===== config.mk =====
export PLATFORM = sky130hd
export DESIGN_NAME = optical_flow_dead_reckoning
export DESIGN_NICKNAME = d
export VERILOG_FILES = /design/src/hdl/ofdr_pkg.sv /design/src/hdl/ofdr_cordic.sv /design/src/hdl/ofdr_dot.sv /design/src/hdl/optical_flow_dead_reckoning.sv
export SDC_FILE = /design/constraint.sdc
export NUM_CORES = 2
export LEC_CHECK = 0
export ABC_CLOCK_PERIOD_IN_PS = 6600
export CAP_MARGIN = 20
export CORE_UTILIZATION = 33
export DETAILED_ROUTE_END_ITERATION = 7
export DONT_BUFFER_PORTS = 1
export HOLD_SLACK_MARGIN = 0.05
export MAX_ROUTING_LAYER = met4
export PLACE_DENSITY_LB_ADDON = 0.2
export SLEW_MARGIN = 20
export SYNTH_ARGS = -nofsm -noshare
export SYNTH_HDL_FRONTEND = slang
export SYNTH_SLANG_ARGS = --single-unit
export TNS_END_PERCENT = 50

===== constraint.sdc =====
create_clock -name i_clk -period 6.6 [get_ports i_clk]
set_clock_uncertainty 0.2 [all_clocks]
set_input_delay 1.32 -clock i_clk [delete_from_list [all_inputs] [get_ports i_clk]]
set_output_delay 1.32 -clock i_clk [all_outputs]
set_load 0.02 [all_outputs]

===== src/hdl/ofdr_pkg.sv =====
// Shared types, widths and constants for the optical-flow dead-reckoning block.
// Used by ofdr_cordic, ofdr_dot and optical_flow_dead_reckoning; no dependencies.
package ofdr_pkg;

    // Defaults for the top-level parameters
    localparam int COUNTS_PER_INCH_DEF = 8200;
    localparam int FRAC_BITS_DEF       = 16;

    // Field widths
    localparam int MUL_W   = 16;                 // counts and Q1.15 sine/cosine
    localparam int POS_W   = 32;                 // position outputs, start registers
    localparam int ANG_W   = 16;                 // binary angle
    localparam int ACC_W   = 48;                 // position accumulators
    localparam int SCALE_W = 18;                 // scale constant over the whole parameter range

    // Bit-serial multiply widths: scaled delta, and sum of two products
    localparam int DOT_AW  = MUL_W + SCALE_W + 1;
    localparam int DOT_PW  = DOT_AW + MUL_W + 1;
    localparam int RND_SH  = 15;
    localparam int RND_W   = DOT_PW - RND_SH;

    // CORDIC
    localparam int CORD_W     = 18;
    localparam int CORD_STEPS = 15;
    localparam int STEP_W     = 4;
    localparam int ATAN_W     = 14;
    localparam int CORD_INV_K = 19899;
    localparam int QUARTER    = 16384;
    localparam int HALF       = 32768;
    localparam int Q15_MAX    = 32767;

    // Configuration register indexes
    localparam int CFG_IDX_W = 2;
    typedef enum logic [CFG_IDX_W-1:0] {
        CFG_START_X       = 2'd0,
        CFG_START_Y       = 2'd1,
        CFG_START_HEADING = 2'd2,
        CFG_HEADING_CORR  = 2'd3
    } t_cfg_reg;

    // Arctangent table, binary angle units
    function automatic logic [ATAN_W-1:0] f_atan(input logic [STEP_W-1:0] step);
        logic [ATAN_W-1:0] v;
        unique case (step)
            4'd0:    v = 14'd8192;
            4'd1:    v = 14'd4836;
            4'd2:    v = 14'd2555;
            4'd3:    v = 14'd1297;
            4'd4:    v = 14'd651;
            4'd5:    v = 14'd326;
            4'd6:    v = 14'd163;
            4'd7:    v = 14'd81;
            4'd8:    v = 14'd41;
            4'd9:    v = 14'd20;
            4'd10:   v = 14'd10;
            4'd11:   v = 14'd5;
            4'd12:   v = 14'd3;
            4'd13:   v = 14'd1;
            4'd14:   v = 14'd1;
            default: v = 14'd0;
        endcase
        return v;
    endfunction

endpackage


===== src/hdl/ofdr_cordic.sv =====
// Iterative CORDIC: Q1.15 cosine and sine of a 16-bit binary angle, one step a cycle.
// Depends on ofdr_pkg.
module ofdr_cordic
    import ofdr_pkg::*;
(
    input  logic                    i_clk,
    input  logic                    i_rst_n,
    input  logic                    i_start,
    input  logic [ANG_W-1:0]        i_angle,
    output logic                    o_busy,
    output logic signed [MUL_W-1:0] o_cos,
    output logic signed [MUL_W-1:0] o_sin
);

    logic                     r_busy;
    logic [STEP_W-1:0]        r_step;
    logic                     r_flip;
    logic signed [CORD_W-1:0] r_x, r_y, r_z;

    logic signed [CORD_W-1:0] w_a0, w_a, w_xs, w_ys, w_at, w_xo, w_yo;
    logic                     w_flip;

    // Fold the angle into a half turn around zero
    always_comb begin
        w_a0   = CORD_W'(signed'(i_angle));
        w_a    = w_a0;
        w_flip = 1'b0;
        if (w_a0 > CORD_W'(QUARTER)) begin
            w_a    = w_a0 - CORD_W'(HALF);
            w_flip = 1'b1;
        end else if (w_a0 < -CORD_W'(QUARTER)) begin
            w_a    = w_a0 + CORD_W'(HALF);
            w_flip = 1'b1;
        end
    end

    assign w_xs = r_x >>> r_step;
    assign w_ys = r_y >>> r_step;
    assign w_at = CORD_W'(f_atan(r_step));

    // One rotation step per cycle
    always_ff @(posedge i_clk) begin
        if (!i_rst_n) begin
            r_busy <= 1'b0;
            r_step <= '0;
        end else if (i_start) begin
            r_busy <= 1'b1;
            r_step <= '0;
            r_flip <= w_flip;
            r_x    <= CORD_W'(CORD_INV_K);
            r_y    <= '0;
            r_z    <= w_a;
        end else if (r_busy) begin
            if (!r_z[CORD_W-1]) begin
                r_x <= r_x - w_ys;
                r_y <= r_y + w_xs;
                r_z <= r_z - w_at;
            end else begin
                r_x <= r_x + w_ys;
                r_y <= r_y - w_xs;
                r_z <= r_z + w_at;
            end
            r_step <= r_step + 1'b1;
            if (r_step == STEP_W'(CORD_STEPS - 1)) begin
                r_busy <= 1'b0;
            end
        end
    end

    // Undo the fold and clamp to the Q1.15 range
    assign w_xo = r_flip ? -r_x : r_x;
    assign w_yo = r_flip ? -r_y : r_y;

    always_comb begin
        if (w_xo > CORD_W'(Q15_MAX))       o_cos = MUL_W'(Q15_MAX);
        else if (w_xo < -CORD_W'(Q15_MAX)) o_cos = -MUL_W'(Q15_MAX);
        else                               o_cos = w_xo[MUL_W-1:0];
        if (w_yo > CORD_W'(Q15_MAX))       o_sin = MUL_W'(Q15_MAX);
        else if (w_yo < -CORD_W'(Q15_MAX)) o_sin = -MUL_W'(Q15_MAX);
        else                               o_sin = w_yo[MUL_W-1:0];
    end

    assign o_busy = r_busy;

endmodule


===== src/hdl/ofdr_dot.sv =====
// Bit-serial signed dot product a0*b0 + a1*b1, one multiplier bit per cycle, MSB first.
// Depends on ofdr_pkg.
module ofdr_dot
    import ofdr_pkg::*;
(
    input  logic                     i_clk,
    input  logic                     i_rst_n,
    input  logic                     i_start,
    input  logic signed [DOT_AW-1:0] i_a0,
    input  logic signed [DOT_AW-1:0] i_a1,
    input  logic signed [MUL_W-1:0]  i_b0,
    input  logic signed [MUL_W-1:0]  i_b1,
    output logic                     o_busy,
    output logic signed [DOT_PW-1:0] o_result
);

    localparam int CNT_W = $clog2(MUL_W);

    logic                     r_busy;
    logic [CNT_W-1:0]         r_cnt;
    logic signed [DOT_AW-1:0] r_a0, r_a1;
    logic [MUL_W-1:0]         r_b0, r_b1;
    logic signed [DOT_PW-1:0] r_acc;

    logic signed [DOT_PW-1:0] w_t0, w_t1, w_term;

    // Partial products of the current multiplier bits; the sign bit weighs negative
    always_comb begin
        w_t0   = r_b0[MUL_W-1] ? {{(DOT_PW-DOT_AW){r_a0[DOT_AW-1]}}, r_a0} : '0;
        w_t1   = r_b1[MUL_W-1] ? {{(DOT_PW-DOT_AW){r_a1[DOT_AW-1]}}, r_a1} : '0;
        w_term = w_t0 + w_t1;
        if (r_cnt == '0) begin
            w_term = -w_term;
        end
    end

    // Double and add, shift the multipliers up
    always_ff @(posedge i_clk) begin
        if (!i_rst_n) begin
            r_busy <= 1'b0;
            r_cnt  <= '0;
        end else if (i_start) begin
            r_busy <= 1'b1;
            r_cnt  <= '0;
            r_a0   <= i_a0;
            r_a1   <= i_a1;
            r_b0   <= i_b0;
            r_b1   <= i_b1;
            r_acc  <= '0;
        end else if (r_busy) begin
            r_acc <= {r_acc[DOT_PW-2:0], 1'b0} + w_term;
            r_b0  <= {r_b0[MUL_W-2:0], 1'b0};
            r_b1  <= {r_b1[MUL_W-2:0], 1'b0};
            r_cnt <= r_cnt + 1'b1;
            if (r_cnt == CNT_W'(MUL_W - 1)) begin
                r_busy <= 1'b0;
            end
        end
    end

    assign o_busy   = r_busy;
    assign o_result = r_acc;

endmodule


===== src/hdl/optical_flow_dead_reckoning.sv =====
// Optical-flow dead reckoning. Each item passes from acceptance to the result register
// through two bit-serial multiply passes (counts times the scale
// constant, then the rotation by cosine and sine, with the 15-step CORDIC running
// alongside the first pass), then an accumulate and an output state. A restart item
// skips both passes. One item is worked on at a time; the next is accepted as soon as the
// result sits in the output register, even if it has not been taken yet.
// Depends on ofdr_pkg, ofdr_cordic and ofdr_dot.
module optical_flow_dead_reckoning
    import ofdr_pkg::*;
#(
    parameter int COUNTS_PER_INCH = COUNTS_PER_INCH_DEF,
    parameter int FRAC_BITS       = FRAC_BITS_DEF
) (
    input  logic                 i_clk,
    input  logic                 i_rst_n,
    // Input items
    input  logic                 s_axis_tvalid,
    output logic                 s_axis_tready,
    input  logic [47:0]          s_axis_tdata,  // delta_x_counts, delta_y_counts, gyro_yaw
    input  logic                 s_axis_tuser,  // restart
    // Result items
    output logic                 m_axis_tvalid,
    input  logic                 m_axis_tready,
    output logic [79:0]          m_axis_tdata,  // position_x, position_y, heading
    // Configuration writes
    input  logic                 i_cfg_wr_en,
    input  logic [CFG_IDX_W-1:0] i_cfg_idx,
    input  logic [POS_W-1:0]     i_cfg_data
);

    localparam int unsigned SCALE_VAL =
        ((254 * (1 << FRAC_BITS)) + COUNTS_PER_INCH / 2) / COUNTS_PER_INCH;
    localparam logic [SCALE_W-1:0] SCALE = SCALE_W'(SCALE_VAL);

    typedef enum logic [2:0] {
        ST_IDLE,
        ST_SCALE,
        ST_ROT,
        ST_ACC,
        ST_OUT
    } t_state;

    t_state                     r_state;
    logic signed [POS_W-1:0]    r_start_x, r_start_y;
    logic [ANG_W-1:0]           r_start_heading, r_heading_corr;
    logic signed [ACC_W-1:0]    r_acc_x, r_acc_y;
    logic [ANG_W-1:0]           r_heading;
    logic                       r_restart;
    logic                       r_out_valid;
    logic [79:0]                r_out_data;

    logic                       w_accept, w_scale_start, w_rot_start;
    logic [ANG_W-1:0]           w_heading;
    logic                       w_cord_busy, w_dot_x_busy, w_dot_y_busy;
    logic signed [MUL_W-1:0]    w_cos, w_sin, w_nsin;
    logic signed [DOT_PW-1:0]   w_res_x, w_res_y;
    logic signed [DOT_AW-1:0]   w_a0_x, w_a1_x, w_a0_y, w_a1_y;
    logic signed [MUL_W-1:0]    w_b0_x, w_b1_x, w_b0_y, w_b1_y;
    logic signed [ACC_W-1:0]    n_acc_x, n_acc_y;

    // Round a rotated product to 0.1 mm fraction units and add it with saturation
    function automatic logic signed [ACC_W-1:0] f_acc_add(
        input logic signed [ACC_W-1:0]  acc,
        input logic signed [DOT_PW-1:0] prod
    );
        logic signed [DOT_PW-1:0] rnd;
        logic signed [ACC_W:0]    sum;
        logic signed [ACC_W-1:0]  res;
        rnd = prod + DOT_PW'(1 << (RND_SH - 1));
        sum = {acc[ACC_W-1], acc}
            + {{(ACC_W + 1 - RND_W){rnd[DOT_PW-1]}}, rnd[DOT_PW-1:RND_SH]};
        if (sum[ACC_W] != sum[ACC_W-1]) begin
            res = sum[ACC_W] ? {1'b1, {(ACC_W-1){1'b0}}} : {1'b0, {(ACC_W-1){1'b1}}};
        end else begin
            res = sum[ACC_W-1:0];
        end
        return res;
    endfunction

    // Drop the fraction bits and saturate to 32 bits
    function automatic logic [POS_W-1:0] f_out32(input logic signed [ACC_W-1:0] acc);
        logic signed [ACC_W-1:0] v;
        logic [POS_W-1:0]        res;
        v = acc >>> FRAC_BITS;
        if (v[ACC_W-1:POS_W-1] == '0 || v[ACC_W-1:POS_W-1] == '1) begin
            res = v[POS_W-1:0];
        end else begin
            res = v[ACC_W-1] ? {1'b1, {(POS_W-1){1'b0}}} : {1'b0, {(POS_W-1){1'b1}}};
        end
        return res;
    endfunction

    assign s_axis_tready = (r_state == ST_IDLE);
    assign w_accept      = s_axis_tvalid && s_axis_tready;
    assign w_heading     = ANG_W'(s_axis_tdata[47:32] - r_start_heading + r_heading_corr);
    assign w_scale_start = w_accept && !s_axis_tuser;
    assign w_rot_start   = (r_state == ST_SCALE) && !w_cord_busy
                           && !w_dot_x_busy && !w_dot_y_busy;
    assign w_nsin        = -w_sin;

    // Operand select: scale pass, then rotation pass on the scaled deltas
    always_comb begin
        if (r_state == ST_IDLE) begin
            w_a0_x = {{(DOT_AW-SCALE_W){1'b0}}, SCALE};
            w_a1_x = '0;
            w_b0_x = s_axis_tdata[15:0];
            w_b1_x = '0;
            w_a0_y = {{(DOT_AW-SCALE_W){1'b0}}, SCALE};
            w_a1_y = '0;
            w_b0_y = s_axis_tdata[31:16];
            w_b1_y = '0;
        end else begin
            w_a0_x = w_res_x[DOT_AW-1:0];
            w_a1_x = w_res_y[DOT_AW-1:0];
            w_b0_x = w_cos;
            w_b1_x = w_nsin;
            w_a0_y = w_res_x[DOT_AW-1:0];
            w_a1_y = w_res_y[DOT_AW-1:0];
            w_b0_y = w_sin;
            w_b1_y = w_cos;
        end
    end

    ofdr_cordic u_cordic (
        .i_clk   (i_clk),
        .i_rst_n (i_rst_n),
        .i_start (w_scale_start),
        .i_angle (w_heading),
        .o_busy  (w_cord_busy),
        .o_cos   (w_cos),
        .o_sin   (w_sin)
    );

    ofdr_dot u_dot_x (
        .i_clk    (i_clk),
        .i_rst_n  (i_rst_n),
        .i_start  (w_scale_start || w_rot_start),
        .i_a0     (w_a0_x),
        .i_a1     (w_a1_x),
        .i_b0     (w_b0_x),
        .i_b1     (w_b1_x),
        .o_busy   (w_dot_x_busy),
        .o_result (w_res_x)
    );

    ofdr_dot u_dot_y (
        .i_clk    (i_clk),
        .i_rst_n  (i_rst_n),
        .i_start  (w_scale_start || w_rot_start),
        .i_a0     (w_a0_y),
        .i_a1     (w_a1_y),
        .i_b0     (w_b0_y),
        .i_b1     (w_b1_y),
        .o_busy   (w_dot_y_busy),
        .o_result (w_res_y)
    );

    // Next accumulator values: load the start position or add the rotated step
    always_comb begin
        if (r_restart) begin
            n_acc_x = {{(ACC_W-POS_W){r_start_x[POS_W-1]}}, r_start_x} << FRAC_BITS;
            n_acc_y = {{(ACC_W-POS_W){r_start_y[POS_W-1]}}, r_start_y} << FRAC_BITS;
        end else begin
            n_acc_x = f_acc_add(r_acc_x, w_res_x);
            n_acc_y = f_acc_add(r_acc_y, w_res_y);
        end
    end

    // Configuration registers
    always_ff @(posedge i_clk) begin
        if (!i_rst_n) begin
            r_start_x       <= '0;
            r_start_y       <= '0;
            r_start_heading <= '0;
            r_heading_corr  <= '0;
        end else if (i_cfg_wr_en) begin
            unique case (t_cfg_reg'(i_cfg_idx))
                CFG_START_X:       r_start_x       <= i_cfg_data;
                CFG_START_Y:       r_start_y       <= i_cfg_data;
                CFG_START_HEADING: r_start_heading <= i_cfg_data[ANG_W-1:0];
                CFG_HEADING_CORR:  r_heading_corr  <= i_cfg_data[ANG_W-1:0];
            endcase
        end
    end

    // Sequencer, accumulators and output register
    always_ff @(posedge i_clk) begin
        if (!i_rst_n) begin
            r_state     <= ST_IDLE;
            r_acc_x     <= '0;
            r_acc_y     <= '0;
            r_out_valid <= 1'b0;
        end else begin
            if (r_out_valid && m_axis_tready && r_state != ST_OUT) begin
                r_out_valid <= 1'b0;
            end
            unique case (r_state)
                ST_IDLE: begin
                    if (w_accept) begin
                        r_heading <= w_heading;
                        r_restart <= s_axis_tuser;
                        r_state   <= s_axis_tuser ? ST_ACC : ST_SCALE;
                    end
                end
                ST_SCALE: begin
                    if (w_rot_start) begin
                        r_state <= ST_ROT;
                    end
                end
                ST_ROT: begin
                    if (!w_dot_x_busy && !w_dot_y_busy) begin
                        r_state <= ST_ACC;
                    end
                end
                ST_ACC: begin
                    r_acc_x <= n_acc_x;
                    r_acc_y <= n_acc_y;
                    r_state <= ST_OUT;
                end
                ST_OUT: begin
                    if (!r_out_valid || m_axis_tready) begin
                        r_out_data  <= {r_heading, f_out32(r_acc_y), f_out32(r_acc_x)};
                        r_out_valid <= 1'b1;
                        r_state     <= ST_IDLE;
                    end
                end
                default: r_state <= ST_IDLE;
            endcase
        end
    end

    assign m_axis_tvalid = r_out_valid;
    assign m_axis_tdata  = r_out_data;

    // An accepted item always starts work
    a_accept_leaves_idle: assert property (@(posedge i_clk) disable iff (!i_rst_n)
        w_accept |=> r_state != ST_IDLE)
        else $error("sequencer stayed idle after an accepted item");

    // No arithmetic unit runs while the block waits for an item
    a_idle_units_quiet: assert property (@(posedge i_clk) disable iff (!i_rst_n)
        r_state == ST_IDLE |-> !w_cord_busy && !w_dot_x_busy && !w_dot_y_busy)
        else $error("arithmetic unit busy while idle");

    // The rotation pass only starts from settled cosine and sine
    a_rot_after_cordic: assert property (@(posedge i_clk) disable iff (!i_rst_n)
        r_state == ST_ROT |-> !w_cord_busy)
        else $error("rotation running before the CORDIC finished");

    // A restart loads the start x position exactly
    a_restart_load: assert property (@(posedge i_clk) disable iff (!i_rst_n)
        r_state == ST_ACC && r_restart |=>
            r_acc_x == ({{(ACC_W-POS_W){$past(r_start_x[POS_W-1])}}, $past(r_start_x)}
                        << FRAC_BITS))
        else $error("restart did not load the start x position");

endmodule


==> impl_results.md <==
* Run status: finished with violations
* Violated checks: negative setup slack
* Core Box Area at 0.148 mm2
* Mean post-synth cell area at 8.49 um2
* H-tree depth reported by CTS at 3
* Die Height at 388 um
* Design Area, Final at 0.0588 mm2
* Total power at 36.6 mW
* CTS clk-pin slew, worst paths at 0.06 ns
* Top cells by area, synth: edfxtp_1, dfxtp_1, ha_1, a21oi_1, xnor2_1
* Largest net degree at the start of global routing at 78
* Slew Limit Fails at 0
* Starting DRC count in detailed routing at 3179
* Fillcell total at 14893
* Tmin final at 6.75 ns
* Pleak at 24.1 nW
* Setup violators final at 5
* Worst hold start: r_heading[13]
* Grt ovf at 0
* CP max stage delay at 0.52 ns
* First-pass GRT wire length at 240000 um
* Number of placement rows at 141
* I/O Buffers at 0
* Die ar. at 0.151 mm2
* CP arrival at 6.96 ns
* Dpl cells at 7940
* Peak supply drop at 0.284 mV
* Worst reg2reg path endpoint: u_dot_y.o_result[51]
* Finished Layout Cells at 8143
* Post-Syn Area at 0.0492 mm2
* Post-DP Area at 0.0546 mm2
* #FFs+latches synth at 615
* Maxcap violations at 0
* Least-Margin Pin Slew at 1.11 ns
* DP HPWL at 117000 um
* Layout cells sized above 1 at 0.160
* R2r worst-path depth at 28
* CP Max Fanout at 4
* Worst setup SP type: register
* Slowest CP cell: or4_1
* CTS Buffer Depth at 3
* Critical path capture point type: register
* Synth top cells by count: nand2_1, a21oi_1, nor2_1
* R2R setup slack at -0.15 ns
* Routed WL at 156000 um
* EDFF count, synth at 390
* DR WL/cell at 19.1 um
* CP Class: reg -> reg
* Fin nets at 6619
* Final WS setup at -0.146 ns
* TNS Setup at -0.399 ns
* Clock Sinks at 615
* Fin. Hold Viols at 0
* RSZ-0062 raised after global routing: yes
* Most common cell in the netlist: nand2_1
* Worst-Skew Late Latency at 0.68 ns
* DRC at 0
* Register area at 0.0162 mm2
* Crit share post-route at 1.02
* TritonCTS clock tree: built
* Via/cell ratio at 5.35
* Drt pass-1 iters at 5
* PD cells at 623 mW/mm2
* Initial antenna violation count at 5
* Hold depth at 0
* Synth warn at 0
* Seq/Total Area, Yosys at 0.330
* Vias in the first global route at 41792
* Share of the synthesized area in the top cell type at 0.238
* Placer Congestion at 0.908
* Syn Inst Count at 5791
* Primary FF master, synth: edfxtp_1
* Worst EP required at 6.82 ns
* Clock buffer count from CTS at 77
* Chip Width at 388 um
* HP Class: reg -> reg
* Post-synthesis cell type count at 94
* Num ports at 170
* Slew headroom at 0.262
* Hold path endpoint: m_axis_tdata[77]
* Hold_buf cts at 0
* Synth area leader: edfxtp_1
* Gr usage total at 0.205
* FMAX at 0.148 GHz
* Area Growth Syn to Fin at 19.5%
* Post-synthesis async set-or-reset flop share at 0
* Syn_nets at 6262
* CTS Root Cell: clkbuf_16
* Antenna viol nets, final at 0
* Initial Util at 0.333
* Reg2reg start: u_dot_y.r_b0[15]
* Vias at 43551
* Multi-input logic area at 0.0324 mm2
worst max-delay path by stage:
stage                     slack [ns]              from  cells past startpoint                    to
after CTS                      -0.21  u_dot_y.r_b0[15]                     28  u_dot_y.o_result[51]
final                          -0.15  u_dot_y.r_b0[15]                     28  u_dot_y.o_result[51]
after floorplan                -0.18  u_dot_y.r_b1[15]                     30  u_dot_y.o_result[51]
after detailed placement       -0.45  u_dot_y.r_b0[15]                     27  u_dot_y.o_result[51]
after global placement         -0.35  u_dot_y.r_b1[15]                     27  u_dot_y.o_result[51]
after global routing           -0.39  u_dot_y.r_b0[15]                     28  u_dot_y.o_result[51]
layout by cell type, fill, tap and decap left out, types with 36 or more instances in the layout:
master / synthesis / layout
mux2i_1: 36 / 36
nor2_1: 468 / 454
and2_1: 259 / 244
buf_4: 0 / 550
xnor2_1: 322 / 314
nand2b_1: 70 / 69
o211ai_1: 41 / 41
xor2_1: 204 / 202
a21oi_1: 567 / 526
a21o_1: 223 / 223
o21a_1: 64 / 63
edfxtp_1: 390 / 390
and3_1: 89 / 82
ha_1: 359 / 334
a31oi_1: 63 / 57
nand3_1: 163 / 158
clkbuf_16: 0 / 80
a211oi_1: 47 / 40
o21bai_1: 53 / 53
nand4_1: 58 / 58
o21ai_0: 331 / 312
nand2_1: 608 / 599
inv_1: 195 / 191
dfxtp_1: 225 / 222
nor3_1: 88 / 81
nor2b_1: 50 / 49
a21oi_2: 0 / 38
final cells by class:
| cell class | instances | area share |
|---|---|---|
| repair buffers | 575 | 0.0763 |
| diodes | 4 | 0.000170 |
| well taps | 1930 | 0.0411 |
| clock inverters | 41 | 0.00732 |
| flip-flops and latches | 615 | 0.276 |
| multi-input cells | 4682 | 0.551 |
| clock buffers | 99 | 0.0351 |
| inverters | 197 | 0.0127 |
timing repair:
action / 4_1_cts / 5_1_grt
pin swaps: 38 / 156
gates cloned: 0 / 3
resized for setup: 51 / 209
setup endpoints to repair: 25 / 42
buffers inserted: 12 / 49
sequential cells by signal, summed over array words and instances (netlist names), 32 cells and up:
signal	count
r_acc_y	48
r_start_x	32
m_axis_tdata	80
r_start_y	32
u_dot_x.o_result	52
u_dot_x.r_a1	35
u_dot_x.r_a0	35
u_dot_y.o_result	52
r_acc_x	48
routing by layer:
metal | part of all wire | track usage | vias to the layer above | wire, um
met5 | 0 | - | - | 0
met4 | 0.023 | 0.0543 | 0 | 3650
met3 | 0.042 | 0.0222 | 179 | 6560
met2 | 0.45 | 0.318 | 823 | 70500
met1 | 0.48 | 0.283 | 20937 | 75200
li1 | - | - | 21612 | -
critical path: cells and delay by family, from the launching register on:
family	cells	cell delay, ns
buffers and inverters	2	0.21
AOI/OAI and AO/OA	12	2.58
xor gates and xnor gates	3	0.47
DFF	1	0.44
and+or+nand+nor	8	1.77
adders and majority gates	3	0.83
per-stage QoR:
| step | util | setup slack (ns) | hold slack, ns |
|---|---|---|---|
| 6_report | 0.398 | -0.146 | 0.221 |
| 5_1_grt | 0.398 | -0.390 | 0.228 |
| 4_1_cts | 0.388 | -0.209 | 0.224 |
| 3_5_place_dp | 0.369 | -0.452 | 0.209 |
| 3_3_place_gp | 0.369 | -0.353 | 0.206 |
| 2_1_floorplan | - | -0.181 | 0.200 |
where the power goes:
part / switching, mW / total, mW / leakage (nW) / internal, mW
clock network: 1.85 / 4.27 / 1.21 / 2.43
registers: 1.03 / 7.12 / 5.45 / 6.08
logic: 13.7 / 25.2 / 17.4 / 11.6
kinds of logic after synthesis:
group / count (synthesis) / share of synthesized area
compound gates: 1691 / 0.216
xor+xnor: 528 / 0.0944
fa+ha+maj: 383 / 0.101
buf+inv: 494 / 0.0382
flops: 615 / 0.330
mux: 85 / 0.0250
simple gates: 1995 / 0.195
Power figures use the tool's default switching activity.
